### src/sv/cpt_pkg.sv
package cpt_pkg;

  localparam int PHASE_BITS  = 24;
  localparam int SAMPLE_BITS = 16;
  localparam int FRAC_BITS   = 16;
  localparam int ACC_BITS    = PHASE_BITS + FRAC_BITS;
  localparam int COEF_BITS   = 32;
  localparam int COEF_FRAC   = 24;
  localparam int NUM_COEF    = 5;
  localparam int TURN_BITS   = 32;
  localparam int CORDIC_N    = 30;
  localparam int ITER_W      = 5;
  localparam int VEC_W       = 44;
  localparam int WIDE_W      = 34;
  localparam int SAT_IN_W    = WIDE_W - SAMPLE_BITS + 1;
  localparam int OPND_W      = 44;
  localparam int HI_W        = OPND_W - COEF_FRAC;
  localparam int MUL_W       = 56;
  localparam int QUEUE_DEPTH = 4;
  localparam int QPTR_W      = 2;
  localparam int QCNT_W      = 3;
  localparam int CFG_IDX_W   = 3;
  localparam int CFG_DATA_W  = 32;
  localparam int OP_W        = 3;
  localparam logic signed [WIDE_W-1:0] CORDIC_GAIN = 34'sd652032874;

  typedef enum logic [CFG_IDX_W-1:0] {
    REG_FILTER_MODE,
    REG_COEF_0,
    REG_COEF_1,
    REG_COEF_2,
    REG_COEF_3,
    REG_COEF_4,
    REG_FREQ_MAX,
    REG_FREQ_MIN
  } reg_idx_t;

  typedef enum logic [1:0] {
    MODE_ALPHA_BETA,
    MODE_LEAD_LAG,
    MODE_PIID
  } mode_t;

  typedef struct packed {
    logic signed [SAMPLE_BITS-1:0] sample_i;
    logic signed [SAMPLE_BITS-1:0] sample_q;
  } sample_t;

  typedef struct packed {
    logic signed [SAMPLE_BITS-1:0] ref_cos;
    logic signed [SAMPLE_BITS-1:0] ref_sin;
    logic signed [SAMPLE_BITS-1:0] mixed_i;
    logic signed [SAMPLE_BITS-1:0] mixed_q;
    logic signed [PHASE_BITS-1:0]  phase_error;
  } result_t;

  typedef struct packed {
    logic signed [SAMPLE_BITS-1:0] sample_i;
    logic signed [SAMPLE_BITS-1:0] sample_q;
    logic [PHASE_BITS-1:0]         angle;
  } qitem_t;

  typedef struct packed {
    logic [1:0]                          filter_mode;
    logic [NUM_COEF-1:0][COEF_BITS-1:0]  coef;
    logic signed [PHASE_BITS-1:0]        freq_max;
    logic signed [PHASE_BITS-1:0]        freq_min;
  } cfg_t;

  typedef struct packed {
    logic                        start;
    logic signed [COEF_BITS-1:0] coef;
    logic signed [OPND_W-1:0]    opnd;
  } mul_req_t;

  typedef struct packed {
    logic                    done;
    logic signed [MUL_W-1:0] res;
  } mul_rsp_t;

  // arctangent of 2^-i in 32-bit turns
  function automatic logic [TURN_BITS-1:0] atan_step(input logic [ITER_W-1:0] idx);
    case (idx)
      5'd0:    return 32'd536870912;
      5'd1:    return 32'd316933406;
      5'd2:    return 32'd167458907;
      5'd3:    return 32'd85004756;
      5'd4:    return 32'd42667331;
      5'd5:    return 32'd21354465;
      5'd6:    return 32'd10679838;
      5'd7:    return 32'd5340245;
      5'd8:    return 32'd2670163;
      5'd9:    return 32'd1335087;
      5'd10:   return 32'd667544;
      5'd11:   return 32'd333772;
      5'd12:   return 32'd166886;
      5'd13:   return 32'd83443;
      5'd14:   return 32'd41722;
      5'd15:   return 32'd20861;
      5'd16:   return 32'd10430;
      5'd17:   return 32'd5215;
      5'd18:   return 32'd2608;
      5'd19:   return 32'd1304;
      5'd20:   return 32'd652;
      5'd21:   return 32'd326;
      5'd22:   return 32'd163;
      5'd23:   return 32'd81;
      5'd24:   return 32'd41;
      5'd25:   return 32'd20;
      5'd26:   return 32'd10;
      5'd27:   return 32'd5;
      5'd28:   return 32'd3;
      5'd29:   return 32'd1;
      default: return 32'd0;
    endcase
  endfunction

  function automatic logic signed [ACC_BITS-1:0] sat_acc(input logic signed [MUL_W-1:0] v);
    logic signed [MUL_W-1:0] hi;
    logic signed [MUL_W-1:0] lo;
    hi = {{(MUL_W-ACC_BITS+1){1'b0}}, {(ACC_BITS-1){1'b1}}};
    lo = ~hi;
    if (v > hi) return hi[ACC_BITS-1:0];
    else if (v < lo) return lo[ACC_BITS-1:0];
    else return v[ACC_BITS-1:0];
  endfunction

  function automatic logic signed [PHASE_BITS-1:0] sat_freq(input logic signed [MUL_W:0] v);
    logic signed [MUL_W:0] hi;
    logic signed [MUL_W:0] lo;
    hi = {{(MUL_W-PHASE_BITS+2){1'b0}}, {(PHASE_BITS-1){1'b1}}};
    lo = ~hi;
    if (v > hi) return hi[PHASE_BITS-1:0];
    else if (v < lo) return lo[PHASE_BITS-1:0];
    else return v[PHASE_BITS-1:0];
  endfunction

  function automatic logic signed [SAMPLE_BITS-1:0] sat_smp(
    input logic signed [SAT_IN_W-1:0] v
  );
    logic signed [SAT_IN_W-1:0] hi;
    logic signed [SAT_IN_W-1:0] lo;
    hi = {{(SAT_IN_W-SAMPLE_BITS+1){1'b0}}, {(SAMPLE_BITS-1){1'b1}}};
    lo = ~hi;
    if (v > hi) return hi[SAMPLE_BITS-1:0];
    else if (v < lo) return lo[SAMPLE_BITS-1:0];
    else return v[SAMPLE_BITS-1:0];
  endfunction

endpackage

### src/sv/cpt_fifo.sv
module cpt_fifo (
  input  logic            clk,
  input  logic            rst,
  input  logic            push,
  input  cpt_pkg::qitem_t push_item,
  output logic            full,
  input  logic            pop,
  output cpt_pkg::qitem_t pop_item,
  output logic            empty
);

  cpt_pkg::qitem_t mem [cpt_pkg::QUEUE_DEPTH];
  logic [cpt_pkg::QPTR_W-1:0] wr_ptr;
  logic [cpt_pkg::QPTR_W-1:0] rd_ptr;
  logic [cpt_pkg::QCNT_W-1:0] count;

  assign full     = (count == cpt_pkg::QCNT_W'(cpt_pkg::QUEUE_DEPTH));
  assign empty    = (count == '0);
  assign pop_item = mem[rd_ptr];

  always_ff @(posedge clk) begin
    if (push) begin
      mem[wr_ptr] <= push_item;
    end
  end

  always_ff @(posedge clk) begin
    if (rst) begin
      wr_ptr <= '0;
      rd_ptr <= '0;
      count  <= '0;
    end else begin
      if (push) wr_ptr <= wr_ptr + 1'b1;
      if (pop) rd_ptr <= rd_ptr + 1'b1;
      if (push && !pop) count <= count + 1'b1;
      else if (pop && !push) count <= count - 1'b1;
    end
  end

  a_count_bound: assert property (@(posedge clk) disable iff (rst)
    count <= cpt_pkg::QCNT_W'(cpt_pkg::QUEUE_DEPTH))
    else $error("queue count beyond depth");

  a_no_pop_empty: assert property (@(posedge clk) disable iff (rst)
    pop |-> !empty)
    else $error("pop from empty queue");

  a_no_push_full: assert property (@(posedge clk) disable iff (rst)
    push |-> !full)
    else $error("push into full queue");

  a_count_up: assert property (@(posedge clk) disable iff (rst)
    push && !pop |=> count == $past(count) + 1'b1)
    else $error("queue count did not follow a push");

endmodule

### config.mk
export PLATFORM = sky130hd
export DESIGN_NAME = cpt_fifo
export DESIGN_NICKNAME = d
export VERILOG_FILES = /design/src/sv/cpt_pkg.sv /design/src/sv/cpt_fifo.sv
export SDC_FILE = /design/constraint.sdc
export NUM_CORES = 1
export LEC_CHECK = 0
export BUFFER_PORTS_ARGS = -buffer_cell sky130_fd_sc_hd__buf_2
export CORE_ASPECT_RATIO = 0.6
export CORE_MARGIN = 8
export CORE_UTILIZATION = 45
export DETAILED_ROUTE_END_ITERATION = 10
export GPL_TIMING_DRIVEN = 0
export SYNTH_ARGS = -nofsm -noshare
export SYNTH_HDL_FRONTEND = slang
export SYNTH_SLANG_ARGS = --single-unit
### constraint.sdc
create_clock -name clk -period 2.7 [get_ports clk]
set_input_delay 0.135 -clock clk [delete_from_list [all_inputs] [get_ports clk]]
set_output_delay 0.135 -clock clk [all_outputs]
set_load 0.01 [all_outputs]
==> flow_summary_export.csv, run 1 <==
group,metric,value,unit
cells_and_area,nNetsFinal,601,
min_path,min_to,"wr_ptr[1]",
setup_path,cpMostUsedCell,"buf_2",
grt,grt_pass1_wl,24500,µm
floorplan,die_x,194,µm
grt,grtUsageTotal,13.1,%
detailed_routing,drt_pass1_iterations,4,
outcome,outcome,"completed",
timing,min_period_over_period,78.5,%
timing,rsz0062_at_grt,"false",
setup_path,critical_path.slowest_cell,"mux4_2",
setup_path,r2r-end,"mem[0][25]",
grt,antenna_found_initial,0,
synthesis,syn_nets,402,
cts,cts_resized,0,
timing,worst_pin_slew,902,ps
cts,numClockSinks,233,
detailed_routing,drt_iter0_markers,179,
placed_design,io_buffers,116,
pwr,ir_worst_vdd,0.441,mV
cts,post-cts-setup-buffer-count,0,
cells_and_area,stdcell_count,797,
min_path,min_path_type,"in -> reg",
synthesis,netlist_instances,336,
setup_path,crit_buf_inv,3,
synthesis,synth.cell_area,8540,µm²
synthesis,synth_seq_cells,233,
cts,root_buffer,"clkbuf_16",
min_path,worstHoldPathCells,3,
cts,htreeDepth,1,
synthesis,seq_area_frac_synth,80.8,%
grt,grt_pass1_vias,4414,
setup_path,cp-start-kind,"flip-flop",
setup_path,cp.required,2570,ps
timing,fmax,0.472,GHz
cts,numCtsBuffers,22,
floorplan,coreArea,18800,µm²
floorplan,rows,39,
placed_design,post-place-cells,698,
timing,hold_violations,0,
floorplan,die_h,123,µm
flow_run,maxCapViolCount,0,
timing,clock_skew,8.53,ps
detailed_routing,wirelength,15900,µm
floorplan,dieArea,23800,µm²
detailed_routing,antenna_left,0,
timing,drv_slew,0,
detailed_routing,viasPerCell,5.09,
pwr,p_per_area,751,nW/µm²
cts,cts_max_path_buffers,3,
cts,tritoncts,"done",
cells_and_area,area_growth,25.7,%
synthesis,yosysUniqueCellTypes,22,
placed_design,place_ws,912,ps
cells_and_area,drive_gt1_share,39.0,%
detailed_routing,wire_per_inst,19.9,µm
cells_and_area,antennaDiodeCount,0,
placed_design,routabilityCongestion,0.718,
setup_path,crit_type,"reg -> out",
setup_path,endpoint_kind,"output port",
setup_path,cp_cell_sequence,"buf_2 > buf_2 > mux4_2 > buf_2",
timing,slew_headroom,39.9,%
floorplan,ios,118,
detailed_routing,drc,0,
cells_and_area,nFillCells,1403,
pwr,p_leak,3.69,nW
timing,fin_crit,2120,ps
synthesis,avgSynthCellArea,25.4,µm²
setup_path,r2r_setup_slack,950,ps
timing,finalWorstSetupSlack,579,ps
cts,clock_latency,490,ps
grt,grt_max_degree,57,
floorplan,start_util,45.4,%
setup_path,reg2reg_from,"wr_ptr[0]",
synthesis,yosys_warnings,0,
placed_design,dpl.hpwl,9140,µm
setup_path,path_max_fanout,10,
setup_path,critPathMaxStageDelay,380,ps
detailed_routing,vias,4059,
setup_path,reg2reg_depth,3,
setup_path,critPathArrivalTime,1990,ps
cts,clkTransAtPathRegs,60,ps
min_path,min-delay-start,"push",
timing,setup_viol,0,
setup_path,critPathTopFamily,"buffers and inverters",
grt,grt_overflow,0,
logic make-up after synthesis:
| group | after synthesis | share of synthesized area, % |
|---|---|---|
| AO/OA/AOI/OAI | 2 | 0.117 |
| XOR/XNOR | 5 | 0.513 |
| adder cells (fa/ha/maj) | 6 | 0.966 |
| multiplexers | 58 | 15.0 |
| flip-flops | 233 | 80.8 |
| AND/OR/NAND/NOR | 15 | 0.864 |
| buffers and inverters | 17 | 1.71 |
layer usage:
layer	vias to the layer above	share of wire [%]	GRT usage, %
li1	1827	-	-
met1	2109	45	16.9
met2	102	46	21.7
met3	21	6.8	4.49
met4	0	1.8	2.90
met5	-	0	0
per-stage QoR:
step | util, % | instance area (µm²) | hold slack (ps) | power, mW | TNS (ps)
floorplan | - | 8540 | 234 | 4.75 | 0
global placement | 50.1 | 9430 | 344 | 5.07 | -140850
detailed placement | 50.1 | 9440 | 352 | 5.09 | 0
CTS | 57.0 | 10700 | 11.9 | 8.16 | 0
global route | 57.0 | 10700 | 38.8 | 8.37 | 0
finish | 57.0 | 10700 | 28.6 | 8.06 | 0
cells in the mapped netlist (all sizes together):
master / number / area [µm²]
a21oi: 1 / 5.00
and2: 4 / 25.0
buf: 11 / 124
clkbuf: 2 / 7.51
dfxtp: 9 / 180
edfxtp: 224 / 6730
fa: 1 / 20.0
ha: 5 / 62.6
inv: 4 / 15.0
mux2i: 2 / 20.0
mux4: 56 / 1260
nand2: 1 / 3.75
nor2: 7 / 26.3
nor3: 1 / 5.00
nor3b: 1 / 7.51
o21ai: 1 / 5.00
or3: 1 / 6.26
xnor2: 2 / 17.5
xor2: 3 / 26.3
placed cells by master (no fill, tap or decap), drive strengths merged, types with 4 or more instances in the layout:
cell / synthesis / routed
edfxtp: 224 / 224
buf: 11 / 127
dlygate4sd3: 0 / 59
mux4: 56 / 56
clkbuf: 2 / 33
dfxtp: 9 / 9
nor2: 7 / 7
clkinv: 0 / 7
ha: 5 / 5
inv: 4 / 4
and2: 4 / 4
worst reg2reg max path, delay by kind of cell, from the launching register on:
kind | cells | cell delay, ps
flops | 1 | 360
simple gates | 1 | 740
buf+inv | 1 | 100
fa+ha+maj | 1 | 160
area by class of cell:
cell class / instances / area (µm²) / share of cell area (%)
flip-flops and latches: 233 / 6910 / 64.3
multi-input cells: 86 / 1500 / 14.0
repair buffers: 175 / 1170 / 10.9
clock buffers: 31 / 616 / 5.73
well taps: 246 / 308 / 2.87
plain buffers: 13 / 131 / 1.22
clock inverters: 9 / 88.8 / 0.827
inverters: 4 / 15.0 / 0.140
where the power goes:
part / internal, mW / switching [mW] / leakage, nW
clock: 1.78 / 1.23 / 0.343
sequential: 4.15 / 0.0460 / 2.13
combinational: 0.427 / 0.439 / 1.22
total: 6.35 / 1.71 / 3.69
what timing repair did:
item                                    CTS  global route
hold endpoints to repair                230             0
endpoints found under the setup margin    0             0
hold buffers                             59             0
flip-flops by register name, summed over array words and instances, names as in the netlist, named ones only:
name,count
mem,224
count,3
rd_ptr,2
wr_ptr,2
worst max path at each step:
stage	startpoint	endpoint	slack, ps	depth (start not counted)
after global routing	flip-flop	pop_item[32]	440	4
after global placement	wr_ptr[0]	mem[0][29]	-640	3
final	flip-flop	pop_item[32]	580	4
after CTS	flip-flop	pop_item[32]	510	4
after floorplan	wr_ptr[0]	mem[2][0]	410	3
after detailed placement	wr_ptr[0]	mem[0][29]	910	3
Note: power is estimated with default switching activity, not from simulation.
==> inputs of run 2 (changes only) <==
- PLACE_DENSITY: not set -> 0.67
- clock period: 2.7 -> 1.7 ns (I/O delays scaled with it)
==> flow_summary_export.csv, run 2 (synthesis gave the netlist of run 1 again) <==
group,metric,value,unit
cells_and_area,antennaDiodeCount,0,
pwr,switchingPower,2.87,mW
pwr,power_frac_comb,13.2,%
floorplan,die_x,194,µm
floorplan,ios,118,
pwr,p_leak,3.85,nW
cts,cts_max_path_buffers,3,
pwr,sw_frac_of_total,22.3,%
cts,htreeDepth,1,
setup_path,cp_cell_sequence,"buf_12 > buf_12 > mux4_2 > buf_6",
setup_path,critical_path.slowest_cell,"mux4_2",
setup_path,reg2reg_depth,4,
setup_path,path_max_fanout,10,
timing,min_period_over_period,116,%
placed_design,place_ws,-105,ps
grt,grt_pass1_vias,4526,
detailed_routing,drt_pass1_iterations,4,
floorplan,rows,39,
timing,worst_pin_slew,537,ps
cells_and_area,final_common_cell,"edfxtp_1",
grt,antenna_found_initial,0,
placed_design,io_buffers,116,
timing,finalWorstSetupSlack,-272,ps
setup_path,endpoint_kind,"output port",
setup_path,cp-start-kind,"flip-flop",
detailed_routing,wirelength,17800,µm
outcome,violations,"setup timing",
cells_and_area,stdcell_count,809,
pwr,pwr-share-clk,35.0,%
detailed_routing,drc,0,
cells_and_area,largest_register_ffs,224,
cts,clkTransAtPathRegs,60,ps
grt,grt_max_degree,29,
pwr,ir_worst_vdd,0.798,mV
cells_and_area,largest-register,"mem",
cts,numCtsBuffers,22,
cells_and_area,layout_common_cells,"edfxtp_1, buf_2, dlygate4sd3_1, mux4_2, buf_6",
grt,grtUsageTotal,14.9,%
cts,clock_latency,500,ps
setup_path,critPathArrivalTime,1890,ps
placed_design,routabilityCongestion,0.707,
timing,drv_slew,0,
cts,tritoncts,"done",
timing,worst_hold_slack,40.8,ps
floorplan,start_util,45.4,%
cells_and_area,nNetsFinal,613,
timing,clock_skew,7.00,ps
cells_and_area,reg_top3,"mem x224, count x3",
setup_path,critPathMaxStageDelay,560,ps
detailed_routing,viasPerCell,5.15,
placed_design,post-place-cells,698,
setup_path,cpMostUsedCell,"buf_12",
floorplan,dieArea,23800,µm²
grt,grt_pass1_wl,27100,µm
placed_design,dpl.hpwl,9380,µm
floorplan,coreArea,18800,µm²
pwr,internal_power,9.98,mW
detailed_routing,wire_per_inst,22.0,µm
cts,root_buffer,"clkbuf_16",
flow_run,maxCapViolCount,0,
pwr,total_power,12.9,mW
timing,setup_viol,56,
min_path,min_path_type,"in -> reg",
cells_and_area,drive_gt1_share,41.4,%
timing,fmax,0.507,GHz
grt,grt_overflow,0,
timing,slew_headroom,64.2,%
detailed_routing,antenna_left,0,
outcome,outcome,"finished with violations",
detailed_routing,vias,4168,
timing,rsz0062_at_grt,"true",
pwr,p_per_area,1160,nW/µm²
timing,hold_violations,0,
pwr,power.share.sequential,51.8,%
min_path,worstHoldPathCells,3,
cells_and_area,nFillCells,1378,
setup_path,crit_type,"reg -> out",
timing,fin_crit,1970,ps
setup_path,cp.required,1620,ps
cells_and_area,area_growth,30.3,%
detailed_routing,drt_iter0_markers,234,
floorplan,die_h,123,µm
cts,numClockSinks,233,
-- run 2: cell types whose count changed in the layout (fill, tap and decap cells not counted), sizes merged --
cell and change:
clkbuf -4, clkinv +6, buf +8, bufinv -2
and2 +4
-- run 2: path summary, 6_finish.rpt --
kind	start	to	slack [ps]
worst max-delay path	flip-flop	pop_item[3]	-270
worst min-delay path	push	wr_ptr[0]	40
worst max register to register	count[0]	count[2]	90
worst min register to register	rd_ptr[1]	rd_ptr[1]	530
-- run 2: metal layers --
metal | share of wire (%) | vias up | GRT usage [%]
li1 | - | 1845 | -
met4 | 2.1 | 0 | 3.56
met3 | 7.5 | 27 | 4.68
met5 | 0 | - | 0
met1 | 44 | 2163 | 19.7
met2 | 46 | 133 | 24.2
-- run 2: worst max-delay path, delay by kind of cell, from the launching register on --
family | cells | cell delay, ps
buffers and inverters | 3 | 460
multiplexers | 1 | 560
flip-flops | 1 | 360
-- run 2: what timing repair did --
action / 4_1_cts / 5_1_grt
resized for setup: 53 / 12
hold buffers: 59 / 0
hold endpoints to repair: 232 / 0
endpoints found under the setup margin: 280 / 56
gates cloned: 5 / 0
buffers inserted: 5 / 2
-- run 2: per-stage QoR --
step	util [%]	TNS, ps	instance area (µm²)
after floorplan	-	0	8550
after global placement	50.1	-112500	9440
after detailed placement	50.1	-11960	9440
after CTS	58.6	-13740	11000
after global routing	59.1	-15990	11100
final	59.1	-12280	11100
-- run 2: cell type report --
class / count / area, µm² / area share, %
repair buffers: 183 / 1540 / 13.8
multi-input cells: 90 / 1540 / 13.8
well taps: 246 / 308 / 2.77
clock inverters: 13 / 63.8 / 0.573
clock buffers: 27 / 591 / 5.31
inverters: 4 / 15.0 / 0.135
plain buffers: 13 / 166 / 1.50
flip-flops and latches: 233 / 6910 / 62.1
-- run 2: power by group through the flow --
stage          clock, mW  sequential [mW]  combinational, mW
5_1_grt             4.85             6.68               1.82
6_report            4.49             6.66               1.70
4_1_cts             4.60             6.67               1.67
3_3_place_gp           0             6.78               1.26
3_5_place_dp           0             6.79               1.30
2_1_floorplan          0             6.77              0.774
==> inputs of run 3 (changes only) <==
- CORE_ASPECT_RATIO: 0.6 -> not set
==> flow_summary_export.csv, run 3 (synthesis gave the netlist of run 1 again) <==
group,metric,value,unit
detailed_routing,viasPerCell,5.18,
timing,worst_hold_slack,171,ps
floorplan,dieArea,23700,µm²
setup_path,r2r-end,"mem[3][9]",
timing,setup_viol,56,
grt,grt_overflow,0,
min_path,min_path_type,"in -> reg",
timing,setup_tns,-10760,ps
cts,numCtsBuffers,24,
floorplan,coreArea,18600,µm²
cts,root_buffer,"clkbuf_16",
pwr,pwr-share-clk,39.1,%
pwr,power_frac_comb,12.0,%
floorplan,die_h,154,µm
cells_and_area,largest-register,"mem",
pwr,switchingPower,2.85,mW
outcome,outcome,"finished with violations",
timing,fmax,0.519,GHz
setup_path,crit_path_end,"pop_item[32]",
cells_and_area,final_core_util,60.3,%
pwr,p_leak,3.90,nW
setup_path,path_max_fanout,10,
placed_design,routabilityCongestion,0.683,
pwr,p_per_area,1210,nW/µm²
setup_path,reg2reg_from,"wr_ptr[0]",
cts,clkTransAtPathRegs,60,ps
grt,grtUsageTotal,14.2,%
pwr,total_power,13.6,mW
cells_and_area,final_common_cell,"edfxtp_1",
cells_and_area,reg_top3,"mem x224, count x3",
setup_path,reg2reg_depth,3,
timing,fin_crit,1930,ps
setup_path,crit_type,"reg -> out",
floorplan,rows,50,
grt,grt_pass1_vias,4715,
timing,slew_headroom,66.4,%
timing,hold_violations,0,
timing,worst_pin_slew,504,ps
cts,numClockSinks,233,
cells_and_area,final_area,11200,µm²
timing,drv_slew,0,
pwr,power.share.sequential,48.9,%
setup_path,endpoint_kind,"output port",
floorplan,ios,118,
timing,rsz0062_at_grt,"true",
detailed_routing,antenna_left,0,
cts,cts_max_path_buffers,3,
placed_design,dpl.hpwl,9720,µm
cells_and_area,nFillCells,1336,
grt,grt_pass1_wl,26600,µm
detailed_routing,drt_iter0_markers,142,
detailed_routing,drt_pass1_iterations,5,
setup_path,cp.required,1620,ps
timing,clock_skew,8.04,ps
setup_path,r2r_setup_slack,100,ps
cells_and_area,area_growth,31.6,%
placed_design,io_buffers,116,
floorplan,die_x,154,µm
setup_path,cp-start-kind,"flip-flop",
cells_and_area,drive_gt1_share,42.0,%
pwr,sw_frac_of_total,20.9,%
cts,clock_latency,500,ps
floorplan,start_util,45.8,%
cells_and_area,nNetsFinal,614,
placed_design,place_area,9490,µm²
detailed_routing,drc,0,
outcome,violations,"setup timing",
pwr,ir_worst_vdd,0.630,mV
cells_and_area,layout_common_cells,"edfxtp_1, buf_2, dlygate4sd3_1, mux4_2, buf_6",
timing,finalWorstSetupSlack,-226,ps
detailed_routing,wirelength,16700,µm
flow_run,maxCapViolCount,0,
cells_and_area,largest_register_ffs,224,
detailed_routing,wire_per_inst,20.9,µm
timing,min_period_over_period,113,%
pwr,internal_power,10.8,mW
cts,tritoncts,"done",
cts,htreeDepth,1,
grt,antenna_found_initial,0,
detailed_routing,vias,4142,
setup_path,critPathArrivalTime,1840,ps
cells_and_area,antennaDiodeCount,0,
grt,grt_max_degree,35,
==> run 3: worst min path at each step <==
stage | from | end | depth (start not counted)
floorplan | push_item[0] | mem[0][0] | 0
finish | push | mem[0][30] | 2
global placement | push_item[48] | mem[3][48] | 1
global route | push | mem[0][30] | 2
detailed placement | push_item[12] | mem[1][12] | 1
CTS | push | count[0] | 4
==> run 3: cell type report <==
class | count | area [µm²] | area share, %
plain buffers | 13 | 166 | 1.48
clock buffers | 30 | 644 | 5.73
clock inverters | 14 | 170 | 1.51
inverters | 4 | 15.0 | 0.134
multi-input cells | 88 | 1520 | 13.5
flip-flops and latches | 233 | 6910 | 61.4
well taps | 234 | 293 | 2.60
repair buffers | 184 | 1520 | 13.6
==> run 3: metrics by stage <==
| stage | setup WS (ps) | cells |
|---|---|---|
| floorplan | 16.8 | 336 |
| global placement | -551 | 686 |
| detailed placement | -51.8 | 689 |
| CTS | -266 | 799 |
| global route | -311 | 800 |
| finish | -226 | 800 |
==> run 3: power groups by stage <==
stage                     logic, mW  clock network (mW)  registers [mW]
after floorplan               0.774                   0            6.77
after global placement         1.26                   0            6.78
after detailed placement       1.32                   0            6.79
after CTS                      1.62                5.45            6.67
after global routing           1.77                5.66            6.69
final                          1.63                5.32            6.67
==> run 3: what timing repair did <==
action                     CTS  global route
hold buffers                60             0
resized for setup           42            12
setup endpoints to repair  112            83
cloned                       2             1
pin swaps                    0             0
hold endpoints to repair   233             0
setup buffers                4             0
==> run 3: critical path: stages (launching register included) <==
cell and delay [ps]:
dfxtp_4 350, buf_12 140, buf_12 160, mux4_2 540, buf_6 140
==> run 3: metal layers <==
| layer | vias to the layer above | wire [µm] | part of all wire, % | global-route usage [%] |
|---|---|---|---|---|
| li1 | 1859 | - | - | - |
| met1 | 2145 | 7090 | 42 | 18.1 |
| met2 | 115 | 8500 | 51 | 24.2 |
| met3 | 23 | 861 | 5.2 | 3.56 |
| met4 | 0 | 241 | 1.4 | 3.36 |
| met5 | - | 0 | 0 | 0 |
